[config.mk]
export PLATFORM = sky130hd
export DESIGN_NAME = amht_ctrl_flat
export DESIGN_NICKNAME = d
export VERILOG_FILES = /design/src/design/amht_pkg.sv /design/src/design/amht_in_if.sv /design/src/design/amht_out_if.sv /design/src/design/amht_ctrl.sv /design/src/flat_wrapper.sv
export SDC_FILE = /design/constraint.sdc
export NUM_CORES = 1
export LEC_CHECK = 0
export ABC_CLOCK_PERIOD_IN_PS = 7400
export BUFFER_PORTS_ARGS = -buffer_cell sky130_fd_sc_hd__buf_4
export CAP_MARGIN = 25
export CELL_PAD_IN_SITES_DETAIL_PLACEMENT = 0
export CELL_PAD_IN_SITES_GLOBAL_PLACEMENT = 1
export CORE_MARGIN = 5
export CORE_UTILIZATION = 44
export DETAILED_ROUTE_END_ITERATION = 10
export GPL_TIMING_DRIVEN = 0
export PLACE_DENSITY = 0.79
export SETUP_SLACK_MARGIN = 0.2
export SLEW_MARGIN = 5
export SYNTH_ARGS = -nofsm -noshare
export SYNTH_HDL_FRONTEND = slang
export SYNTH_SLANG_ARGS = --single-unit
[constraint.sdc]
create_clock -name clk -period 7.4 [get_ports clk]
set_input_delay 0.37 -clock clk [delete_from_list [all_inputs] [get_ports clk]]
set_output_delay 0.37 -clock clk [all_outputs]
set_load 0.02 [all_outputs]
[src/design/amht_pkg.sv]
// ----------------------------------------------------------------------------
// amht_pkg
// Shared types and constants for the alpha mask hit test unit.
// ----------------------------------------------------------------------------
`default_nettype none

package amht_pkg;

  // Store geometry
  localparam int MASK_BYTES = 131072;
  localparam int ADDR_W     = $clog2(MASK_BYTES);
  localparam int MAX_LEVELS = 11;
  localparam int LVL_W      = 4;

  // Field widths fixed by the interface
  localparam int DIM_W   = 11;
  localparam int LC_W    = 4;
  localparam int MSIZE_W = 18;
  localparam int COORD_W = 20;
  localparam int RAD_W   = 20;
  localparam int FRAC_W  = 8;
  localparam int ALPHA_W = 8;
  localparam int OP_W    = 2;
  localparam int CIDX_W  = 2;
  localparam int CDATA_W = 18;

  // Internal widths
  localparam int AREA_W = 2 * DIM_W;      // one level area, also j * level width
  localparam int BASE_W = AREA_W + 2;     // sum of shrinking areas stays below 4/3 of base
  localparam int WIDE_W = COORD_W + 3;    // signed box tests with radius added
  localparam int RINT_W = RAD_W - FRAC_W; // integer part of the radius

  // Operation codes
  localparam logic [OP_W-1:0] OP_LOAD   = 2'd0;
  localparam logic [OP_W-1:0] OP_POINT  = 2'd1;
  localparam logic [OP_W-1:0] OP_RADIUS = 2'd2;

  // Configuration register indexes
  localparam logic [CIDX_W-1:0] REG_IMAGE_WIDTH  = 2'd0;
  localparam logic [CIDX_W-1:0] REG_IMAGE_HEIGHT = 2'd1;
  localparam logic [CIDX_W-1:0] REG_LEVEL_COUNT  = 2'd2;
  localparam logic [CIDX_W-1:0] REG_MASK_SIZE    = 2'd3;

  typedef struct packed {
    logic [DIM_W-1:0]   image_width;
    logic [DIM_W-1:0]   image_height;
    logic [LC_W-1:0]    level_count;
    logic [MSIZE_W-1:0] mask_size;
  } amht_cfg_t;

  typedef struct packed {
    logic               we;
    logic [ADDR_W-1:0]  waddr;
    logic [ALPHA_W-1:0] wdata;
    logic               re;
    logic [ADDR_W-1:0]  raddr;
  } amht_ram_req_t;

  typedef enum logic [2:0] {
    ST_IDLE,
    ST_BASE,
    ST_MULT,
    ST_READ,
    ST_WAIT,
    ST_DONE
  } amht_state_t;

endpackage

`default_nettype wire

[src/design/amht_in_if.sv]
// ----------------------------------------------------------------------------
// amht_in_if
// Input channel: load and test commands.
// ----------------------------------------------------------------------------
`default_nettype none

interface amht_in_if;
  logic                               valid;
  logic                               ready;
  logic [amht_pkg::OP_W-1:0]          op;
  logic [amht_pkg::ADDR_W-1:0]        load_address;
  logic [amht_pkg::ALPHA_W-1:0]       load_alpha;
  logic signed [amht_pkg::COORD_W-1:0] x_coord;
  logic signed [amht_pkg::COORD_W-1:0] y_coord;
  logic [amht_pkg::RAD_W-1:0]         radius;
  logic [amht_pkg::ALPHA_W-1:0]       alpha_threshold;

  modport source (
    output valid, op, load_address, load_alpha, x_coord, y_coord, radius,
           alpha_threshold,
    input  ready
  );
  modport sink (
    input  valid, op, load_address, load_alpha, x_coord, y_coord, radius,
           alpha_threshold,
    output ready
  );
endinterface

`default_nettype wire

[src/design/amht_out_if.sv]
// ----------------------------------------------------------------------------
// amht_out_if
// Result channel: hit and level fault flags.
// ----------------------------------------------------------------------------
`default_nettype none

interface amht_out_if;
  logic valid;
  logic ready;
  logic hit;
  logic level_fault;

  modport source (output valid, hit, level_fault, input ready);
  modport sink   (input valid, hit, level_fault, output ready);
endinterface

`default_nettype wire

[src/design/amht_ctrl.sv]
// ----------------------------------------------------------------------------
// amht_ctrl
// Command sequencer: decode, level base accumulation, address build,
// mask read and result register.
// ----------------------------------------------------------------------------
`default_nettype none

module amht_ctrl (
  input  wire logic                     clk,
  input  wire logic                     rst_n,
  amht_in_if.sink                       in_ch,
  amht_out_if.source                    out_ch,
  input  wire amht_pkg::amht_cfg_t      cfg,
  output amht_pkg::amht_ram_req_t       ram_req,
  input  wire logic [amht_pkg::ALPHA_W-1:0] ram_rdata
);

  localparam int DIM_W  = amht_pkg::DIM_W;
  localparam int LVL_W  = amht_pkg::LVL_W;
  localparam int AREA_W = amht_pkg::AREA_W;
  localparam int BASE_W = amht_pkg::BASE_W;
  localparam int WIDE_W = amht_pkg::WIDE_W;
  localparam int RINT_W = amht_pkg::RINT_W;
  localparam int FRAC_W = amht_pkg::FRAC_W;
  localparam int COORD_W = amht_pkg::COORD_W;
  localparam int ADDR_W = amht_pkg::ADDR_W;

  amht_pkg::amht_state_t state_r, state_nxt;

  logic in_acc;
  logic test_go;   // accepted test that needs the mask

  // decode
  logic [DIM_W-1:0]        i_pt, j_pt, i_rt, j_rt;
  logic                    pt_miss, rt_miss;
  logic signed [WIDE_W-1:0] xs, ys, rs, wq, hq, xc, yc;
  logic [RINT_W-1:0]       r_int;
  logic [LVL_W-1:0]        lvl_raw, lc, lvl_cap;

  // datapath registers
  logic [DIM_W-1:0]        i_r, j_r, ish_r;
  logic [LVL_W-1:0]        level_r, cnt_r;
  logic [amht_pkg::ALPHA_W-1:0] thr_r;
  logic [BASE_W-1:0]       base_r;
  logic [AREA_W-1:0]       area_r, mul_r;
  logic                    oor_r;
  logic                    res_hit_r, res_fault_r;
  logic                    out_valid_r, out_hit_r, out_fault_r;

  logic [DIM_W-1:0]        aw, ah, ish, jsh;
  logic                    fault;
  logic [BASE_W-1:0]       addr_full;
  logic                    out_load;

  assign in_acc = in_ch.valid && in_ch.ready;

  // point test: truncated coordinates must land inside the base level
  always_comb begin
    i_pt    = in_ch.x_coord[COORD_W-2:FRAC_W];
    j_pt    = in_ch.y_coord[COORD_W-2:FRAC_W];
    pt_miss = in_ch.x_coord[COORD_W-1] || in_ch.y_coord[COORD_W-1] ||
              (i_pt >= cfg.image_width) || (j_pt >= cfg.image_height);
  end

  // radius test: grown box, clamp to image, level from radius
  always_comb begin
    xs = WIDE_W'(in_ch.x_coord);
    ys = WIDE_W'(in_ch.y_coord);
    rs = signed'({3'b000, in_ch.radius});
    wq = signed'({(WIDE_W-DIM_W-FRAC_W)'(0), cfg.image_width, FRAC_W'(0)});
    hq = signed'({(WIDE_W-DIM_W-FRAC_W)'(0), cfg.image_height, FRAC_W'(0)});
    rt_miss = (xs < -rs) || (ys < -rs) || (xs > wq + rs) || (ys > hq + rs);
    xc = xs;
    if (xs < 0) begin
      xc = '0;
    end else if (xs > wq) begin
      xc = wq;
    end
    yc = ys;
    if (ys < 0) begin
      yc = '0;
    end else if (ys > hq) begin
      yc = hq;
    end
    i_rt = xc[FRAC_W+DIM_W-1:FRAC_W];
    j_rt = yc[FRAC_W+DIM_W-1:FRAC_W];

    r_int   = in_ch.radius[amht_pkg::RAD_W-1:FRAC_W];
    lvl_raw = '0;
    for (int k = 1; k < RINT_W; k++) begin
      if (r_int[k]) begin
        lvl_raw = LVL_W'(k);
      end
    end
    lc = (cfg.level_count > LVL_W'(amht_pkg::MAX_LEVELS)) ?
         LVL_W'(amht_pkg::MAX_LEVELS) : cfg.level_count;
    if (lc == '0) begin
      lvl_cap = '0;
    end else if (lvl_raw >= lc) begin
      lvl_cap = lc - LVL_W'(1);
    end else begin
      lvl_cap = lvl_raw;
    end
  end

  always_comb begin
    test_go = 1'b0;
    case (in_ch.op)
      amht_pkg::OP_POINT:  test_go = !pt_miss;
      amht_pkg::OP_RADIUS: test_go = !rt_miss;
      default:             test_go = 1'b0;
    endcase
  end

  // level shift with step back at the far edge
  always_comb begin
    aw  = cfg.image_width >> level_r;
    ah  = cfg.image_height >> level_r;
    ish = i_r >> level_r;
    jsh = j_r >> level_r;
    if (ish == aw && ish != '0) begin
      ish = ish - DIM_W'(1);
    end
    if (jsh == ah && jsh != '0) begin
      jsh = jsh - DIM_W'(1);
    end
    fault     = base_r >= BASE_W'(cfg.mask_size);
    addr_full = base_r + BASE_W'(ish_r) + BASE_W'(mul_r);
    out_load  = !out_valid_r || out_ch.ready;
  end

  // next state
  always_comb begin
    state_nxt = state_r;
    case (state_r)
      amht_pkg::ST_IDLE: begin
        if (in_acc) begin
          state_nxt = test_go ? amht_pkg::ST_BASE : amht_pkg::ST_DONE;
        end
      end
      amht_pkg::ST_BASE: begin
        if (cnt_r == level_r) begin
          state_nxt = amht_pkg::ST_MULT;
        end
      end
      amht_pkg::ST_MULT: state_nxt = fault ? amht_pkg::ST_DONE : amht_pkg::ST_READ;
      amht_pkg::ST_READ: state_nxt = amht_pkg::ST_WAIT;
      amht_pkg::ST_WAIT: state_nxt = amht_pkg::ST_DONE;
      amht_pkg::ST_DONE: begin
        if (out_load) begin
          state_nxt = amht_pkg::ST_IDLE;
        end
      end
      default: state_nxt = amht_pkg::ST_IDLE;
    endcase
  end

  // outputs
  always_comb begin
    in_ch.ready   = rst_n && (state_r == amht_pkg::ST_IDLE);
    ram_req.we    = in_acc && (in_ch.op == amht_pkg::OP_LOAD);
    ram_req.waddr = in_ch.load_address;
    ram_req.wdata = in_ch.load_alpha;
    ram_req.re    = (state_r == amht_pkg::ST_READ);
    ram_req.raddr = addr_full[ADDR_W-1:0];
    out_ch.valid       = out_valid_r;
    out_ch.hit         = out_hit_r;
    out_ch.level_fault = out_fault_r;
  end

  always_ff @(posedge clk) begin
    if (!rst_n) begin
      state_r     <= amht_pkg::ST_IDLE;
      out_valid_r <= 1'b0;
    end else begin
      state_r <= state_nxt;
      if (state_r == amht_pkg::ST_DONE && out_load) begin
        out_valid_r <= 1'b1;
      end else if (out_ch.ready) begin
        out_valid_r <= 1'b0;
      end
    end
  end

  always_ff @(posedge clk) begin
    case (state_r)
      amht_pkg::ST_IDLE: begin
        if (in_acc) begin
          res_hit_r   <= 1'b0;
          res_fault_r <= 1'b0;
          thr_r       <= in_ch.alpha_threshold;
          base_r      <= '0;
          area_r      <= '0;
          cnt_r       <= '0;
          if (in_ch.op == amht_pkg::OP_RADIUS) begin
            i_r     <= i_rt;
            j_r     <= j_rt;
            level_r <= lvl_cap;
          end else begin
            i_r     <= i_pt;
            j_r     <= j_pt;
            level_r <= '0;
          end
        end
      end
      amht_pkg::ST_BASE: begin
        // base lags one level behind the area product
        base_r <= base_r + BASE_W'(area_r);
        area_r <= AREA_W'(cfg.image_width >> cnt_r) * AREA_W'(cfg.image_height >> cnt_r);
        cnt_r  <= cnt_r + LVL_W'(1);
      end
      amht_pkg::ST_MULT: begin
        ish_r <= ish;
        mul_r <= AREA_W'(jsh) * AREA_W'(aw);
        if (fault) begin
          res_fault_r <= 1'b1;
        end
      end
      amht_pkg::ST_READ: begin
        oor_r <= addr_full >= BASE_W'(amht_pkg::MASK_BYTES);
      end
      amht_pkg::ST_WAIT: begin
        res_hit_r <= !oor_r && (ram_rdata > thr_r);
      end
      amht_pkg::ST_DONE: begin
        if (out_load) begin
          out_hit_r   <= res_hit_r;
          out_fault_r <= res_fault_r;
        end
      end
      default: ;
    endcase
  end

  a_no_hit_with_fault: assert property (@(posedge clk) disable iff (!rst_n)
    out_valid_r |-> !(out_hit_r && out_fault_r))
    else $error("hit and level fault raised together");

  a_wait_after_read: assert property (@(posedge clk) disable iff (!rst_n)
    state_r == amht_pkg::ST_WAIT |-> $past(state_r) == amht_pkg::ST_READ)
    else $error("read data sampled without a read");

  a_base_count: assert property (@(posedge clk) disable iff (!rst_n)
    state_r == amht_pkg::ST_BASE |-> cnt_r <= level_r)
    else $error("level base accumulation overran");

  a_level_cap: assert property (@(posedge clk) disable iff (!rst_n)
    state_r == amht_pkg::ST_MULT |-> level_r < LVL_W'(amht_pkg::MAX_LEVELS))
    else $error("level beyond the stored levels");

endmodule

`default_nettype wire
[src/flat_wrapper.sv]
// flat-port wrapper written by rule: the top's interface ports become plain ports
module amht_ctrl_flat 
  (clk, rst_n, cfg, ram_req, ram_rdata, in_ch_valid, in_ch_op, in_ch_load_address, in_ch_load_alpha, in_ch_x_coord, in_ch_y_coord, in_ch_radius, in_ch_alpha_threshold, in_ch_ready, out_ch_valid, out_ch_hit, out_ch_level_fault, out_ch_ready);
  amht_in_if in_ch_i ();
  amht_out_if out_ch_i ();
  input  wire logic clk;
  input  wire logic rst_n;
  input  wire amht_pkg::amht_cfg_t cfg;
  output amht_pkg::amht_ram_req_t ram_req;
  input  wire logic [amht_pkg::ALPHA_W-1:0] ram_rdata;
  input wire logic [$bits(in_ch_i.valid)-1:0] in_ch_valid;
  input wire logic [$bits(in_ch_i.op)-1:0] in_ch_op;
  input wire logic [$bits(in_ch_i.load_address)-1:0] in_ch_load_address;
  input wire logic [$bits(in_ch_i.load_alpha)-1:0] in_ch_load_alpha;
  input wire logic [$bits(in_ch_i.x_coord)-1:0] in_ch_x_coord;
  input wire logic [$bits(in_ch_i.y_coord)-1:0] in_ch_y_coord;
  input wire logic [$bits(in_ch_i.radius)-1:0] in_ch_radius;
  input wire logic [$bits(in_ch_i.alpha_threshold)-1:0] in_ch_alpha_threshold;
  output wire logic [$bits(in_ch_i.ready)-1:0] in_ch_ready;
  output wire logic [$bits(out_ch_i.valid)-1:0] out_ch_valid;
  output wire logic [$bits(out_ch_i.hit)-1:0] out_ch_hit;
  output wire logic [$bits(out_ch_i.level_fault)-1:0] out_ch_level_fault;
  input wire logic [$bits(out_ch_i.ready)-1:0] out_ch_ready;
  assign in_ch_i.valid = in_ch_valid;
  assign in_ch_i.op = in_ch_op;
  assign in_ch_i.load_address = in_ch_load_address;
  assign in_ch_i.load_alpha = in_ch_load_alpha;
  assign in_ch_i.x_coord = in_ch_x_coord;
  assign in_ch_i.y_coord = in_ch_y_coord;
  assign in_ch_i.radius = in_ch_radius;
  assign in_ch_i.alpha_threshold = in_ch_alpha_threshold;
  assign in_ch_ready = in_ch_i.ready;
  assign out_ch_valid = out_ch_i.valid;
  assign out_ch_hit = out_ch_i.hit;
  assign out_ch_level_fault = out_ch_i.level_fault;
  assign out_ch_i.ready = out_ch_ready;
  amht_ctrl u_core (.clk(clk), .rst_n(rst_n), .in_ch(in_ch_i), .out_ch(out_ch_i), .cfg(cfg), .ram_req(ram_req), .ram_rdata(ram_rdata));
endmodule
==> flow_summary.ini, run 1 <==
[synth]
syn_area_um2 = 23820
ys_seq_area_frac = 0.1571
synth_flop_cell = edfxtp_1
synth-edff-count = 122
synth_top_area_frac = 0.1959
yosysTopAreaCell = ha_1
ys_warn_count = 0
synth.most_common_cell = ha_1
postSynthAreaPerCell_um2 = 8.963
yosys-top-cells-count = ha_1 (373), inv_1 (353), nor2_1 (281)
synth-seq-cells = 126
syn_inst = 2658
syn_nets = 3357
synth.area.top_cells = ha_1 (20%), edfxtp_1 (15%), fa_1 (15%)
synthArstFlopShare = 0
yosysUniqueCellTypes = 100

[placed_design]
dp_hpwl_um = 59620
dp_cells = 3531
io_buffers = 172
gp_congestion = 0.9701

[floorplanning]
core_region_area_um2 = 53710
initial_core_util = 0.4436
die_y_um = 242.7
design.die.area_um2 = 58900
io_pins = 199
rows = 85
fp.dieW_um = 242.7

[sta]
rsz0062_at_grt = yes
hold_violations = 0
max_freq_ghz = 0.1304
setup_viol = 8
final.period_utilization = 1.037
min_period_ps = 7670
finalSetupTns_ps = -1561
relSlewSlack = 0.2721
setup_ws_ps = -270.2
slew_viol_final = 0
worst_pin_slew_ps = 1082
fin_worst_skew_ps = 13.28

[clock_network]
cts_buffer_depth = 2
clkTransAtPathRegs_ps = 70
hold_buffers = 0
root_buffer = clkbuf_16
cts-htree-levels = 4
clock-sinks = 126
tritoncts.num_buffers = 17
worstSkewPairLatency_ps = 450
cts_tree = built

[setup_path]
reg2reg_to = u_core.mul_r[21]
cpLargestDelayFamily = adder cells
arrival_ps = 7860
cpMostUsedCell = fa_1
cp_slowest_cell = mux4_2
crit_type = register to register
crit_fanout = 7
ff2ff_path_depth = 31
crit_buf_inv = 8
end_kind = register
startpoint_type = register
worstReg2RegStart = u_core.level_r[0]
worstPathRequired_ps = 7590
r2r_slack_ps = -270
slowest_delay_ps = 540

[pwr]
intPower_mw = 5.110
cellPowerDensity_nw_per_um2 = 350.3
swShare = 0.4940
seqPwrFrac = 0.125
ir_worst_vdd_mv = 0.2733
combPwrFrac = 0.785
clkPwrFrac = 0.090
power.leakage_nw = 13.42
p_total_mw = 10.10
power_switching_mw = 4.989

[status]
violations = negative setup slack
status = complete, but fails checks

[finish]
nets = 3666
fin_cells = 3677
area_growth_pct = 21.00
postLayoutCoreUtil = 0.5367
final.fill_count = 4824
layout-drive-gt1-share = 0.2191

[routing]
via_per_inst = 5.693
drt-pass1-iter-count = 5
wl_per_cell_um = 20.12
routed_wl_um = 73960
ant_nets = 0
drc = 0
drtIter0Drc = 1205
vias = 20930

[global_route]
grt_max_degree = 40
grt_pass1_wl_um = 116200
grtUsageTotal = 0.2437
grt_pass1_vias = 21480
grt_overflow = 0
antenna_found_initial = 6

[worst_hold_path]
min_to = u_core.thr_r[4]
hold_class = input pin to register
worstHoldStart = in_ch_alpha_threshold[4]
hold_depth = 1

[job]
drv_cap = 0
-- per-layer routing --
layer | up-vias | share of wire | track usage
li1 | 9892 | - | -
met1 | 10140 | 0.43 | 0.3185
met2 | 740 | 0.47 | 0.4115
met3 | 155 | 0.067 | 0.04631
met4 | 10 | 0.033 | 0.07593
met5 | - | 0.00084 | 0
-- cells by family after synthesis --
logic type / Yosys count / share of synthesized area
flip-flops: 126 / 0.1571
multiplexers: 95 / 0.06287
AO/OA/AOI/OAI: 479 / 0.1386
AND/OR/NAND/NOR: 813 / 0.1679
buffers and inverters: 463 / 0.08135
adder cells (fa/ha/maj): 548 / 0.3430
XOR/XNOR: 134 / 0.04926
-- how the worst max path moves through the flow --
| stage | startpoint | end | slack, ps | cells past startpoint |
|---|---|---|---|---|
| CTS | u_core.level_r[0] | u_core.mul_r[21] | -250 | 30 |
| finish | u_core.level_r[0] | u_core.mul_r[21] | -270 | 31 |
| global placement | cfg[43] | u_core.area_r[21] | -1110 | 28 |
| detailed placement | cfg[42] | u_core.area_r[21] | -1080 | 28 |
| global route | u_core.level_r[0] | u_core.mul_r[21] | -590 | 32 |
| floorplan | u_core.level_r[0] | u_core.mul_r[21] | 140 | 30 |
-- final cells by class --
class,instances,area [um^2],area share
Multi-Input combinational cell,2069,19170,0.6649
Clock inverter,15,200.2,0.006945
Tap cell,696,870.8,0.03021
Antenna cell,1,2.502,0.00008681
Sequential cell,126,3744,0.1299
Inverter,354,1331,0.04618
Clock buffer,17,425.4,0.01476
Buffer,107,740.7,0.02570
Timing Repair Buffer,292,2345,0.08134
-- power groups by stage --
stage / Clock (mW) / Sequential [mW] / Combinational (mW)
2_1_floorplan: 0 / 1.19 / 4.94
3_3_place_gp: 0 / 1.29 / 6.53
3_5_place_dp: 0 / 1.28 / 6.67
4_1_cts: 0.920 / 1.27 / 7.25
5_1_grt: 0.952 / 1.29 / 8.83
6_report: 0.907 / 1.26 / 7.93
-- cells in the final DEF, fill, tap and decap left out, drive strengths merged, types with 11 or more instances in the layout --
cell     instances
ha             373
inv            361
buf            350
nor2           284
fa             175
nand2          163
edfxtp         122
a21oi          121
xnor2           81
o21ai           77
clkbuf          66
nor3            61
xor2            53
nand2b          50
nor2b           45
nand3           45
a21o            44
mux2i           43
mux4            40
a211oi          33
nand4           26
a22oi           26
or2             26
o21a            23
and3            23
o2bb2ai         22
nor4            19
and2            18
o211ai          15
or3             13
o21bai          12
mux2            12
o31ai           11
o22ai           11
-- repair_timing --
item                                    4_1_cts  5_1_grt
pin swaps                                    39       69
setup buffers                                74       39
gates resized for setup                     144      127
gates cloned                                  0        2
endpoints found under the setup margin       22       23
-- per-stage QoR --
stage / instance area [um^2] / setup slack, ps / hold slack (ps)
floorplan: 23900 / 141.6 / 400.3
global placement: 26060 / -1106 / 401.9
detailed placement: 26150 / -1081 / 414.3
CTS: 27980 / -247.4 / 74.68
global route: 28820 / -585.1 / 72.16
finish: 28830 / -270.2 / 92.65
-- sequential cells by signal, indices dropped and copies added, names as in the netlist --
register and cells:
u_core.base_r 24, u_core.area_r 22, u_core.mul_r 22, u_core.i_r 11, u_core.ish_r 11, u_core.j_r 11
u_core.thr_r 8, u_core.cnt_r 4, u_core.level_r 4, u_core.state_r 3, u_core.oor_r 1, u_core.out_ch.hit 1
u_core.out_ch.level_fault 1, u_core.out_ch.valid 1, u_core.res_fault_r 1, u_core.res_hit_r 1
Power figures use the tool's default switching activity.
==> inputs of run 2 (changes only) <==
SKIP_CTS_REPAIR_TIMING = 1   (was default)
==> flow_summary.ini, run 2 (synthesized netlist as in run 1, its figures left out) <==
[floorplanning]
core_region_area_um2 = 53710
die_y_um = 242.7
fp.dieW_um = 242.7
rows = 85
initial_core_util = 0.4436
io_pins = 199
design.die.area_um2 = 58900

[sta]
fin_worst_skew_ps = 12.94
hold_violations = 0
setup_viol = 6
worst_pin_slew_ps = 1086
final.period_utilization = 1.057
min_period_ps = 7822
slew_viol_final = 0
rsz0062_at_grt = yes
setup_ws_ps = -422.1
relSlewSlack = 0.2696
finalSetupTns_ps = -1377
max_freq_ghz = 0.1278

[global_route]
grt_max_degree = 40
grtUsageTotal = 0.2386
grt_overflow = 0
grt_pass1_vias = 20900
antenna_found_initial = 7
grt_pass1_wl_um = 113700

[routing]
vias = 20790
drc = 0
routed_wl_um = 73130
ant_nets = 0
via_per_inst = 5.695
drt-pass1-iter-count = 6
wl_per_cell_um = 20.04
drtIter0Drc = 1256

[clock_network]
cts-htree-levels = 4
cts_buffer_depth = 2
clock-sinks = 126
cts_tree = built
root_buffer = clkbuf_16
tritoncts.num_buffers = 17
worstSkewPairLatency_ps = 450
clkTransAtPathRegs_ps = 70

[finish]
layout-drive-gt1-share = 0.2054
reg.largest.list = u_core.base_r x24, u_core.area_r x22, u_core.mul_r x22
fin_area_um2 = 28510
largest_register = u_core.base_r
final_cell_mix = ha_1 (354), inv_1 (341), buf_4 (286)
nets = 3636
largest_reg_flops = 24
area_growth_pct = 19.70
final_common_cell = ha_1
final.fill_count = 4871

[placed_design]
dpl-instance-area_um2 = 26150
gp_congestion = 0.9701
io_buffers = 172
dp_hpwl_um = 59620

[setup_path]
startpoint_type = register
arrival_ps = 8010
worstPathRequired_ps = 7590
end_kind = register
crit_type = register to register
worstReg2RegStart = u_core.level_r[0]
reg2reg_to = u_core.mul_r[21]
cpMostUsedCell = fa_1
r2r_slack_ps = -420
ff2ff_path_depth = 30
cp_slowest_cell = mux4_2
crit_path_start = u_core.level_r[0]
crit_fanout = 8
slowest_delay_ps = 520

[job]
drv_cap = 0

[pwr]
cellPowerDensity_nw_per_um2 = 349.2
power.leakage_nw = 13.25
ir_worst_vdd_mv = 0.2722
p_total_mw = 9.959

[worst_hold_path]
hold_class = input pin to register
min_to = u_core.thr_r[4]
hold_depth = 1
worstHoldStart = in_ch_alpha_threshold[4]

[status]
status = complete, but fails checks
violations = negative setup slack
run 2: stage by stage:
step / setup slack [ps] / util / hold WS, ps / std cells
floorplan: 141.6 / - / 400.3 / 2658
global placement: -1106 / 0.4853 / 401.9 / 3526
detailed placement: -1081 / 0.4869 / 414.3 / 3531
CTS: -1071 / 0.4985 / 74.68 / 3563
global route: -756.2 / 0.5307 / 71.22 / 3646
finish: -422.1 / 0.5309 / 97.29 / 3650
run 2: worst max-delay path: cells and delay by family, from the launching register on:
family | cells | cell delay (ps)
buffers and inverters | 7 | 650
XOR/XNOR | 1 | 140
multiplexers | 1 | 520
adder cells (fa/ha/maj) | 7 | 2820
AND/OR/NAND/NOR | 7 | 1800
flip-flops | 1 | 340
AO/OA/AOI/OAI | 7 | 1330
run 2: metal layers:
layer  share of wire  up-vias  global-route usage
met3           0.066      127             0.04851
met1            0.43    10080              0.3136
li1                -     9842                   -
met2            0.47      729              0.4023
met4           0.028        6             0.06692
met5         0.00048        -                   0
run 2: how the worst max path moves through the flow:
stage                     slack [ps]  cells past startpoint                end
after floorplan                  140                     30   u_core.mul_r[21]
after global placement         -1110                     28  u_core.area_r[21]
after detailed placement       -1080                     28  u_core.area_r[21]
after CTS                      -1070                     28  u_core.area_r[21]
after global routing            -760                     33   u_core.mul_r[21]
final                           -420                     30   u_core.mul_r[21]
run 2: cell type report:
cell class	count	area [um^2]	area share
Clock buffer	17	425.4	0.01492
Clock inverter	15	200.2	0.007021
Antenna cell	4	10.01	0.0003510
Inverter	354	1331	0.04669
Multi-Input combinational cell	2069	19160	0.6720
Sequential cell	126	3744	0.1313
Timing Repair Buffer	262	2063	0.07236
Tap cell	696	870.8	0.03054
Buffer	107	709.4	0.02488
run 2: where the power goes:
group          internal [mW]  switching [mW]  leakage (nW)  total [mW]
registers               1.09           0.181          1.19        1.27
logic                   3.38            4.41          11.8        7.79
clock network          0.541           0.362         0.301       0.903
